**src/rtl/core/aeb_pkg.sv**
```systemverilog
// Package for the adaptive execution budget unit.
// Holds the sequencer state type, configuration register indexes and reset values.
// No dependencies.
package aeb_pkg;

    // Width of the configuration register index on the write port.
    localparam int CFG_IDX_W = 3;

    localparam logic [CFG_IDX_W-1:0] CFG_IDX_NUM  = 3'd0;
    localparam logic [CFG_IDX_W-1:0] CFG_IDX_DEN  = 3'd1;
    localparam logic [CFG_IDX_W-1:0] CFG_IDX_CAP  = 3'd2;
    localparam logic [CFG_IDX_W-1:0] CFG_IDX_COST = 3'd3;

    localparam logic [7:0]  NUM_RESET  = 8'd3;
    localparam logic [7:0]  DEN_RESET  = 8'd4;
    localparam logic [31:0] CAP_RESET  = 32'd65536;
    localparam logic [15:0] COST_RESET = 16'd1000;

    // Dividend width of the shared divider: the usable time saturates at 64 bits.
    localparam int DVD_W = 64;

    typedef enum logic [3:0] {
        ST_IDLE,
        ST_OBS,
        ST_SDIV,
        ST_CLAMP_LO,
        ST_CLAMP_HI,
        ST_GAP,
        ST_UPDATE,
        ST_QSTART,
        ST_QDIV,
        ST_MUL,
        ST_BSTART,
        ST_BDIV,
        ST_CAP,
        ST_DONE
    } aeb_state_t;

endpackage

```
**src/rtl/core/aeb_divider.sv**
```systemverilog
// Shared restoring divider: one quotient bit per cycle.
// Short operations pre-align a SHORT_W-bit dividend to save cycles.
// Depends on nothing.
module aeb_divider #(
    parameter int DVD_W   = 64,
    parameter int DVS_W   = 40,
    parameter int SHORT_W = 40
) (
    input  logic             aclk,
    input  logic             aresetn,
    input  logic             start,
    input  logic             short_op,
    input  logic [DVD_W-1:0] dividend,
    input  logic [DVS_W-1:0] divisor,
    output logic             done,
    output logic [DVD_W-1:0] quotient
);

    localparam int CNT_W = $clog2(DVD_W + 1);

    logic [DVD_W-1:0] quo_reg, quo_next;
    logic [DVS_W-1:0] rem_reg, rem_next;
    logic [DVS_W-1:0] dvs_reg, dvs_next;
    logic [CNT_W-1:0] cnt_reg, cnt_next;
    logic             busy_reg, busy_next;
    logic             done_reg, done_next;

    logic [DVS_W:0]   rem_shift;
    logic [DVS_W+1:0] diff;
    logic             fits;

    assign rem_shift = {rem_reg, quo_reg[DVD_W-1]};
    assign diff      = {1'b0, rem_shift} - {2'b00, dvs_reg};
    assign fits      = ~diff[DVS_W+1];

    always_comb begin
        quo_next  = quo_reg;
        rem_next  = rem_reg;
        dvs_next  = dvs_reg;
        cnt_next  = cnt_reg;
        busy_next = busy_reg;
        done_next = 1'b0;
        if (start) begin
            quo_next  = short_op ? (dividend << (DVD_W - SHORT_W)) : dividend;
            rem_next  = '0;
            dvs_next  = divisor;
            cnt_next  = short_op ? CNT_W'(SHORT_W) : CNT_W'(DVD_W);
            busy_next = 1'b1;
        end else if (busy_reg) begin
            quo_next = {quo_reg[DVD_W-2:0], fits};
            rem_next = fits ? diff[DVS_W-1:0] : rem_shift[DVS_W-1:0];
            cnt_next = cnt_reg - 1'b1;
            if (cnt_reg == CNT_W'(1)) begin
                busy_next = 1'b0;
                done_next = 1'b1;
            end
        end
    end

    always_ff @(posedge aclk) begin
        if (!aresetn) begin
            cnt_reg  <= '0;
            busy_reg <= 1'b0;
            done_reg <= 1'b0;
        end else begin
            cnt_reg  <= cnt_next;
            busy_reg <= busy_next;
            done_reg <= done_next;
        end
    end

    always_ff @(posedge aclk) begin
        quo_reg <= quo_next;
        rem_reg <= rem_next;
        dvs_reg <= dvs_next;
    end

    assign done     = done_reg;
    assign quotient = quo_reg;

endmodule

```
**src/rtl/core/adaptive_execution_budget_unit.sv**
```systemverilog
// Top level of the adaptive execution budget unit: sequencer, estimate and budget datapath.
// Depends on aeb_pkg and aeb_divider.
//
// The unit keeps a per-block cost estimate and turns each item into one budget result. The
// work is three divisions run one after another on one bit-serial divider, one quotient bit
// per cycle: TIME_BITS quotient bits for the sample and for the target fraction, and 64 bits
// for the budget itself. An item without an observation skips the sample division and the
// estimate update. A zero target skips the fraction and budget divisions. s_ready is high
// only while the unit is idle. A finished budget waits in the output register, and the next
// item may be taken meanwhile. Writing the cost register also reloads the estimate; writes
// are to be made by the user only while idle, and the unit itself does not enforce this.
module adaptive_execution_budget_unit
    import aeb_pkg::*;
#(
    parameter int TIME_BITS = 40,
    localparam int CfgW = (TIME_BITS > 32) ? TIME_BITS : 32
) (
    input  logic                 aclk,
    input  logic                 aresetn,
    input  logic                 s_valid,
    output logic                 s_ready,
    input  logic [31:0]          s_blocks_done,
    input  logic [TIME_BITS-1:0] s_elapsed_ns,
    input  logic [TIME_BITS-1:0] s_target_ns,
    output logic                 m_valid,
    input  logic                 m_ready,
    output logic [31:0]          m_budget,
    input  logic                 cfg_wr_en,
    input  logic [CFG_IDX_W-1:0] cfg_index,
    input  logic [CfgW-1:0]      cfg_wdata
);

    localparam int TB    = TIME_BITS;
    localparam int SW    = TIME_BITS + 3;
    localparam int PW    = TIME_BITS + 8;
    localparam int DVS_W = (TIME_BITS > 32) ? TIME_BITS : 32;

    aeb_state_t state_reg, state_next;

    logic [7:0]       num_reg, num_next;
    logic [7:0]       den_reg, den_next;
    logic [31:0]      cap_reg, cap_next;
    logic [TB-1:0]    est_reg, est_next;
    logic [31:0]      blocks_reg, blocks_next;
    logic [TB-1:0]    elapsed_reg, elapsed_next;
    logic [TB-1:0]    target_reg, target_next;
    logic [SW-1:0]    samp_reg, samp_next;
    logic [SW-1:0]    gap_reg, gap_next;
    logic             up_reg, up_next;
    logic [DVD_W-1:0] usable_reg, usable_next;
    logic [31:0]      budget_reg, budget_next;
    logic [31:0]      m_budget_reg, m_budget_next;
    logic             m_valid_reg, m_valid_next;

    logic             div_start;
    logic             div_short;
    logic [DVD_W-1:0] div_dividend;
    logic [DVS_W-1:0] div_divisor;
    logic             div_done;
    logic [DVD_W-1:0] div_quo;

    logic             observe;
    logic [TB-1:0]    lower_raw;
    logic [SW-1:0]    lower_ext;
    logic [SW-1:0]    upper_ext;
    logic [SW-1:0]    est_ext;
    logic [SW-1:0]    upd;
    logic [TB-1:0]    cost_wr;
    logic [PW-1:0]    prod;
    logic [DVD_W-1:0] usable_sat;
    logic [31:0]      capped;
    logic             out_free;

    aeb_divider #(
        .DVD_W   (DVD_W),
        .DVS_W   (DVS_W),
        .SHORT_W (TB)
    ) u_div (
        .aclk     (aclk),
        .aresetn  (aresetn),
        .start    (div_start),
        .short_op (div_short),
        .dividend (div_dividend),
        .divisor  (div_divisor),
        .done     (div_done),
        .quotient (div_quo)
    );

    assign observe   = (blocks_reg != '0) && (elapsed_reg != '0);
    assign lower_raw = est_reg >> 3;
    assign lower_ext = (lower_raw == '0) ? SW'(1) : SW'(lower_raw);
    assign upper_ext = {est_reg, 3'b000};
    assign est_ext   = SW'(est_reg);
    // Rise by half the gap rounded up (gap already holds the +1), fall by a quarter.
    assign upd       = up_reg ? (est_ext + (gap_reg >> 1)) : (est_ext - (gap_reg >> 2));
    assign cost_wr   = (cfg_wdata[TB-1:0] == '0) ? TB'(1) : cfg_wdata[TB-1:0];
    assign prod      = PW'(div_quo[TB-1:0]) * PW'(num_reg);
    assign usable_sat = (|(prod >> DVD_W)) ? '1 : DVD_W'(prod);
    // A zero cap is checked first and gives zero; only then does the floor of one block apply.
    assign capped    = (cap_reg == '0) ? 32'd0 :
                       (div_quo == '0) ? 32'd1 :
                       (div_quo > DVD_W'(cap_reg)) ? cap_reg : div_quo[31:0];
    assign out_free  = !m_valid_reg || m_ready;

    // Next state.
    always_comb begin
        state_next = state_reg;
        unique case (state_reg)
            ST_IDLE:     if (s_valid) state_next = ST_OBS;
            ST_OBS:      state_next = observe ? ST_SDIV : ST_QSTART;
            ST_SDIV:     if (div_done) state_next = ST_CLAMP_LO;
            ST_CLAMP_LO: state_next = ST_CLAMP_HI;
            ST_CLAMP_HI: state_next = ST_GAP;
            ST_GAP:      state_next = ST_UPDATE;
            ST_UPDATE:   state_next = ST_QSTART;
            ST_QSTART:   state_next = (target_reg == '0) ? ST_DONE : ST_QDIV;
            ST_QDIV:     if (div_done) state_next = ST_MUL;
            ST_MUL:      state_next = ST_BSTART;
            ST_BSTART:   state_next = ST_BDIV;
            ST_BDIV:     if (div_done) state_next = ST_CAP;
            ST_CAP:      state_next = ST_DONE;
            ST_DONE:     if (out_free) state_next = ST_IDLE;
            default:     state_next = ST_IDLE;
        endcase
    end

    // Sequencer outputs: handshake and divider requests.
    always_comb begin
        s_ready      = 1'b0;
        div_start    = 1'b0;
        div_short    = 1'b1;
        div_dividend = DVD_W'(elapsed_reg);
        div_divisor  = DVS_W'(blocks_reg);
        unique case (state_reg)
            ST_IDLE: begin
                s_ready = 1'b1;
            end
            ST_OBS: begin
                div_start = observe;
            end
            ST_QSTART: begin
                div_start    = (target_reg != '0);
                div_dividend = DVD_W'(target_reg);
                div_divisor  = (den_reg == '0) ? DVS_W'(1) : DVS_W'(den_reg);
            end
            ST_BSTART: begin
                div_start    = 1'b1;
                div_short    = 1'b0;
                div_dividend = usable_reg;
                div_divisor  = DVS_W'(est_reg);
            end
            default: begin
            end
        endcase
    end

    // Datapath and configuration registers.
    always_comb begin
        num_next      = num_reg;
        den_next      = den_reg;
        cap_next      = cap_reg;
        est_next      = est_reg;
        blocks_next   = blocks_reg;
        elapsed_next  = elapsed_reg;
        target_next   = target_reg;
        samp_next     = samp_reg;
        gap_next      = gap_reg;
        up_next       = up_reg;
        usable_next   = usable_reg;
        budget_next   = budget_reg;
        m_budget_next = m_budget_reg;
        m_valid_next  = m_valid_reg && !m_ready;

        case (state_reg)
            ST_IDLE: begin
                if (s_valid) begin
                    blocks_next  = s_blocks_done;
                    elapsed_next = s_elapsed_ns;
                    target_next  = s_target_ns;
                end
            end
            ST_SDIV: begin
                if (div_done) samp_next = SW'(div_quo[TB-1:0]);
            end
            ST_CLAMP_LO: begin
                if (samp_reg < lower_ext) samp_next = lower_ext;
            end
            ST_CLAMP_HI: begin
                if (samp_reg > upper_ext) samp_next = upper_ext;
            end
            ST_GAP: begin
                up_next  = (samp_reg > est_ext);
                gap_next = (samp_reg > est_ext) ? (samp_reg - est_ext + SW'(1))
                                                : (est_ext - samp_reg);
            end
            ST_UPDATE: begin
                est_next = (upd[TB-1:0] == '0) ? TB'(1) : upd[TB-1:0];
            end
            ST_QSTART: begin
                budget_next = '0;
            end
            ST_MUL: begin
                usable_next = usable_sat;
            end
            ST_CAP: begin
                budget_next = capped;
            end
            ST_DONE: begin
                if (out_free) begin
                    m_budget_next = budget_reg;
                    m_valid_next  = 1'b1;
                end
            end
            default: begin
            end
        endcase

        if (cfg_wr_en) begin
            unique case (cfg_index)
                CFG_IDX_NUM:  num_next = cfg_wdata[7:0];
                CFG_IDX_DEN:  den_next = cfg_wdata[7:0];
                CFG_IDX_CAP:  cap_next = cfg_wdata[31:0];
                CFG_IDX_COST: est_next = cost_wr;
                default: begin
                end
            endcase
        end
    end

    always_ff @(posedge aclk) begin
        if (!aresetn) begin
            state_reg   <= ST_IDLE;
            m_valid_reg <= 1'b0;
            num_reg     <= NUM_RESET;
            den_reg     <= DEN_RESET;
            cap_reg     <= CAP_RESET;
            est_reg     <= TB'(COST_RESET);
        end else begin
            state_reg   <= state_next;
            m_valid_reg <= m_valid_next;
            num_reg     <= num_next;
            den_reg     <= den_next;
            cap_reg     <= cap_next;
            est_reg     <= est_next;
        end
    end

    always_ff @(posedge aclk) begin
        blocks_reg   <= blocks_next;
        elapsed_reg  <= elapsed_next;
        target_reg   <= target_next;
        samp_reg     <= samp_next;
        gap_reg      <= gap_next;
        up_reg       <= up_next;
        usable_reg   <= usable_next;
        budget_reg   <= budget_next;
        m_budget_reg <= m_budget_next;
    end

    assign m_valid  = m_valid_reg;
    assign m_budget = m_budget_reg;

endmodule

```
**config.mk**
```make
export PLATFORM = sky130hd
export DESIGN_NAME = adaptive_execution_budget_unit
export DESIGN_NICKNAME = d
export VERILOG_FILES = /design/src/rtl/core/aeb_pkg.sv /design/src/rtl/core/aeb_divider.sv /design/src/rtl/core/adaptive_execution_budget_unit.sv
export SDC_FILE = /design/constraint.sdc
export NUM_CORES = 2
export LEC_CHECK = 0
export ABC_AREA = 1
export BUFFER_PORTS_ARGS = -buffer_cell sky130_fd_sc_hd__buf_2
export CAP_MARGIN = 20
export CORE_UTILIZATION = 60
export DETAILED_ROUTE_END_ITERATION = 10
export GPL_TIMING_DRIVEN = 0
export MAX_ROUTING_LAYER = met4
export PLACE_DENSITY = 0.86
export SLEW_MARGIN = 20
export SYNTH_ARGS = -nofsm -noshare
export SYNTH_HDL_FRONTEND = slang
export SYNTH_SLANG_ARGS = --single-unit
```
**constraint.sdc**
```tcl
create_clock -name aclk -period 12.7 [get_ports aclk]
set_clock_uncertainty 0.05 [all_clocks]
set_input_delay 0.635 -clock aclk [delete_from_list [all_inputs] [get_ports aclk]]
set_output_delay 0.635 -clock aclk [all_outputs]
set_load 0.005 [all_outputs]
```
# After elaboration in Yosys (flattened, before gate mapping)
# Index checks and enable logic that the tools add are counted.
# Widths: inputs -> output; s select.
# totals
latchBits	0
rom_bits	0
in_bits	160
n_memories	0
mem_bits_rw	0
wordCells	130
ff_bits	556
# op_classes
n_lt_le_gt_ge	4
div_mod_pow	0
n_bitwise	3
eq_ne	24
addsub	7
shift	0
multipliers	1
n_reduce_logical	28
muxes	42
# op_table
op	n
$mux 40	7
$mux 64	3
$logic_not 40->1	4
$mux 43	3
$pmux 43 s3	1
$mux 32	3
$pmux 48 s2	1
$pmux 40 s2	1
$reduce_bool 40->1	2
$gt 64x32->1	1
$logic_not 64->1	1
$pmux 32 s2	1
$pmux 4 s14	1
$mul 40x8->48	1
$gt 43x40->1	1
$gt 43x43->1	1
$lt 43x37->1	1
$add 42x1->42 const B	1
$mux 42	1
$sub 40x42->42	1
$sub 41x40->42	1
$sub 42x40->42	1
$add 40x40->40	1
$sub 40x40->40	1
32 further kinds	69

# Logic depth before layout (Yosys ltp)
# depth
depth_word	7
mapped_depth	32
ltp_nobuf	32

# Hierarchy
# Synthesis repeated with hierarchy kept, for this count alone.
# hier_totals
hier_cells	6871
hier_area_um2	50475.9
# modules_own_cells
mod	seq_area_each_um2	n_inst	cells_per_inst	area_each_um2
adaptive_execution_budget_unit	11140.7	1	5482	40577.7
aeb_divider	4103.9	1	1389	9898.2

# Worst setup path after synthesis
# No wires, ideal clock.
# synth_path
path_kind	input -> register
from	in s_valid
to	reg blocks_reg[0] (enable)
setup_slack_ns	3.700
path_buffers	0
setup_time_ns	0.721
stages	2
arrival_time_ns	8.229
path_cell_list	inv_1 nor3_1
# synth_between
elab_chain_cells	1
# synth_rtl
element	line	rtl
from (decl)	adaptive_execution_budget_unit.sv:20	input logic s_valid,
$reduce_and 2->1 (no source line)	--	
to (signal assigned)	adaptive_execution_budget_unit.sv:249	blocks_reg <= blocks_next;
to (decl)	adaptive_execution_budget_unit.sv:44	logic [31:0] blocks_reg, blocks_next;
# Every way passes these cells.
# A chain may end at the register's enable or synchronous reset.

# Worst setup path after layout
# layout_path
from	reg num_reg[2]
to	reg usable_reg[45], data pin
# layout_between
elab_chain_cells	1
# layout_rtl
element	line	rtl
from (decl)	adaptive_execution_budget_unit.sv:40	logic [7:0] num_reg, num_next;
from (signal assigned)	adaptive_execution_budget_unit.sv:241	num_reg <= num_next;
$mul 40x8->48	adaptive_execution_budget_unit.sv:97	assign prod = PW'(div_quo[TB-1:0]) * PW'(num_reg);
named net prod[45]	adaptive_execution_budget_unit.sv:69	logic [PW-1:0] prod;
to (signal assigned)	adaptive_execution_budget_unit.sv:255	usable_reg <= usable_next;
to (decl)	adaptive_execution_budget_unit.sv:50	logic [DVD_W-1:0] usable_reg, usable_next;
# The timed path passes the listed nets, and every way through them passes these cells.

==> results.tsv <==
metric	value	unit
outcome	finished, violations left	
violated checks	DRC	
switching share of power	51.5	%
Syn-to-layout area delta	9.55	%
Post-Route WL	193	mm
vias per inst	6.11	
RSZ-0062 raised after global routing	false	
Max VDD drop	0.279	mV
syn_area_per_cell	7.60	µm²
Synth Register Bits	555	
drt drc	33	
clk slew on worst S/H paths	0.07	ns
max reg flops	64	
hold_buf cts	0	
FF+latch area	15200	µm²
starting density of the core	60.7	%
Pre-Repair DR Iteration Count	11	
CTS tree	yes	
wire per inst	24.6	µm
PD cells	248	nW/µm²
minimum clock period	6.81	ns
Largest delay share family, worst path	adder cells	
Worst Hold Class	primary input to register	
crit end category	register	
slowest stage delay, CP	0.97	ns
final net count	7513	
register area share after synthesis	31.1	%
die width	288	µm
fin crit share	53.7	%
Final Hold Vio Count	0	
final non-filler cell area	53700	µm²
initial antenna violation count	13	
vias in the first global route	45600	
CTS H-Tree Depth	2	
total gr overflow	0	
measured slew at the worst slew-check pin	1.25	ns
max-cap violation count	0	
largest net degree at the start of global routing	50	
Finished Core Util	66.5	%
TNS Setup	0	ns
Clk pwr share	13.8	%
worst-skew pair later-pin latency	0.69	ns
port buffer count	192	
Post-Syn Instances	6449	
share of layout cells above drive strength 1	5.71	%
dpl hpwl	156	mm
# IOs	194	
CTS Root Cell	clkbuf_16	
Die ar.	82800	µm²
Psw	6850	µW
Seq pwr share	23.5	%
Tot Pwr	13300	µW
WP buf/inv	5	
FILL cells	6927	
YS warnings	0	
ys async rst share	0	%
Max-slew headroom	16.4	%
CTS resizes	0	
number of synthesized flops with an enable pin	413	
first-pass GRT wire length	281	mm
Crit Path Max Fanout	10	
Leak Pwr	0.0262	µW
routability cong.	1.08	
WS Path Type	register to register	
Crit path arrival time	7.25	ns
Synth Net Count	7241	
postcts setup bufs	0	
area of the multi-input gates	28100	µm²
initial drt markers	6181	
Die H	288	µm
CP Launch Type	register	
fmax	147	MHz
PnR worst setup slack	5.89	ns
total CTS buffers	60	
Final ANT Viol Nets	0	
Crit path required time	13.14	ns
CTS sink cnt	555	
Rows	104	
Post-Place Setup Slack	6.34	ns
Cell Area, Placed	51600	µm²
final setup vio count	0	
GRT Util Overall	47.6	%
Cell Area, Synth	49000	µm²
core area	80700	µm²
ys flop type	edfxtp_1	
max-slew violation count	0	
CP cell instances	clkbuf_1 -> nand2_1 -> inv_1 -> fa_1 -> inv_1 -> fa_1 -> fa_1 -> fa_1 -> inv_1 -> ha_1 -> nand2_1 -> nor2_1 -> inv_1 -> nor4_1 -> nand3_1 -> nand3_1 -> a31oi_1 -> xnor2_1	
routed via count	48000	
clk buf depth	3	
Combinational Power Share	62.7	%
internal power	6460	µW
Cell variety after synth	67	
worst-path cell with the longest stage delay	clkbuf_1	
==> final timing paths <==
| path | start | end | slack (ns) | cells after the start |
|---|---|---|---|---|
| setup / recovery | num_reg[2]$_SDFFE_PN0P_ | usable_reg[45]$_DFFE_PN_ | 5.89 | 18 |
| hold / removal | s_elapsed_ns[38] | elapsed_reg[38]$_DFFE_PP_ | 0.08 | 1 |
| setup reg to reg | num_reg[2]$_SDFFE_PN0P_ | usable_reg[45]$_DFFE_PN_ | 5.89 | 18 |
| hold reg to reg | budget_reg[18]$_SDFFCE_PP0P_ | m_budget[18]$_DFFE_PP_ | 0.36 | 0 |
==> area by class of cell <==
type | count | share of cell area (%)
clock inverter | 37 | 0.774
buffer | 191 | 1.46
sequential | 555 | 28.4
clock buffer | 77 | 3.01
antenna | 15 | 0.0699
timing repair buffer | 210 | 2.27
multi-input combinational | 4377 | 52.3
inverter | 1326 | 9.28
tap | 1060 | 2.47
==> synthesized netlist by cell type, drive strengths merged, types with 5 or more instances <==
cell,instances,area share (%)
nand2,1454,11
inv,1321,10
nor2,481,3.7
a21oi,466,4.8
edfxtp,413,25
o21ai,402,4.2
ha,382,9.8
fa,250,10
nand3,170,1.8
clkbuf,155,1.2
dfxtp,142,5.8
xor2,113,2.0
nor4,87,1.2
a31oi,80,1.0
nand4,76,0.98
o211ai,74,1.1
xnor2,57,1.0
nor3,56,0.60
o221ai,47,0.84
buf,36,0.40
a21o,29,0.44
o22ai,29,0.37
o21a,23,0.35
o21bai,16,0.25
a21boi,11,0.18
and3,11,0.14
nand3b,9,0.14
or2,9,0.11
a211oi,8,0.12
a221oi,8,0.14
o2111ai,6,0.11
clkinv,5,0.041
o31ai,5,0.077
==> through the flow <==
step | hold WS [ns] | cells
finish | 0.0754 | 7848
global route | 0.0794 | 7843
CTS | 0.0649 | 7833
detailed placement | 0.355 | 7719
global placement | 0.352 | 7701
floorplan | 0.350 | 6449
==> power by group through the flow <==
stage,sequential (µW),combinational (µW),clock [µW]
finish,3130,8340,1840
global route,3140,9100,1890
CTS,3100,8100,1830
detailed placement,3130,8030,0
global placement,3190,7800,0
floorplan,3020,5580,0
==> cell families after synthesis <==
group                    count (synthesis)  synth area share (%)
AO/OA/AOI/OAI                         1217                  14.3
adder cells (fa/ha/maj)                632                  20.0
AND/OR/NAND/NOR                       2358                  19.9
flip-flops                             555                  31.1
XOR/XNOR                               170                  3.04
buffers and inverters                 1517                  11.7
==> metal layers <==
layer	up-vias	part of all wire, %	track usage (%)
met4	0	8.3	32.0
li1	21500	-	-
met2	3232	42	68.4
met3	758	13	12.3
met5	-	0	-
met1	22500	37	58.8
==> placed cells by master, fill, tap and decap left out, drive strengths merged, types with 5 or more instances in the layout <==
cell type and n:
a21o 29, a211oi 8, o221ai 47, o211ai 74
or2 9, and3 11, xnor2 57, nor2 481
o22ai 29, nand4 76, clkbuf 232, o21ai 402
fa 250, o21a 23, xor2 113, nand3b 9
clkinv 24, o21bai 16, nor3 56, a21oi 466
nor4 87, diode 15, edfxtp 413, a31oi 80
dfxtp 142, nand3 170, a21boi 11, bufinv 6
inv 1328, o31ai 5, o2111ai 6, ha 382
buf 246, clkinvlp 5, a221oi 8, nand2 1454
No activity file was read; power rests on OpenSTA's default activity.
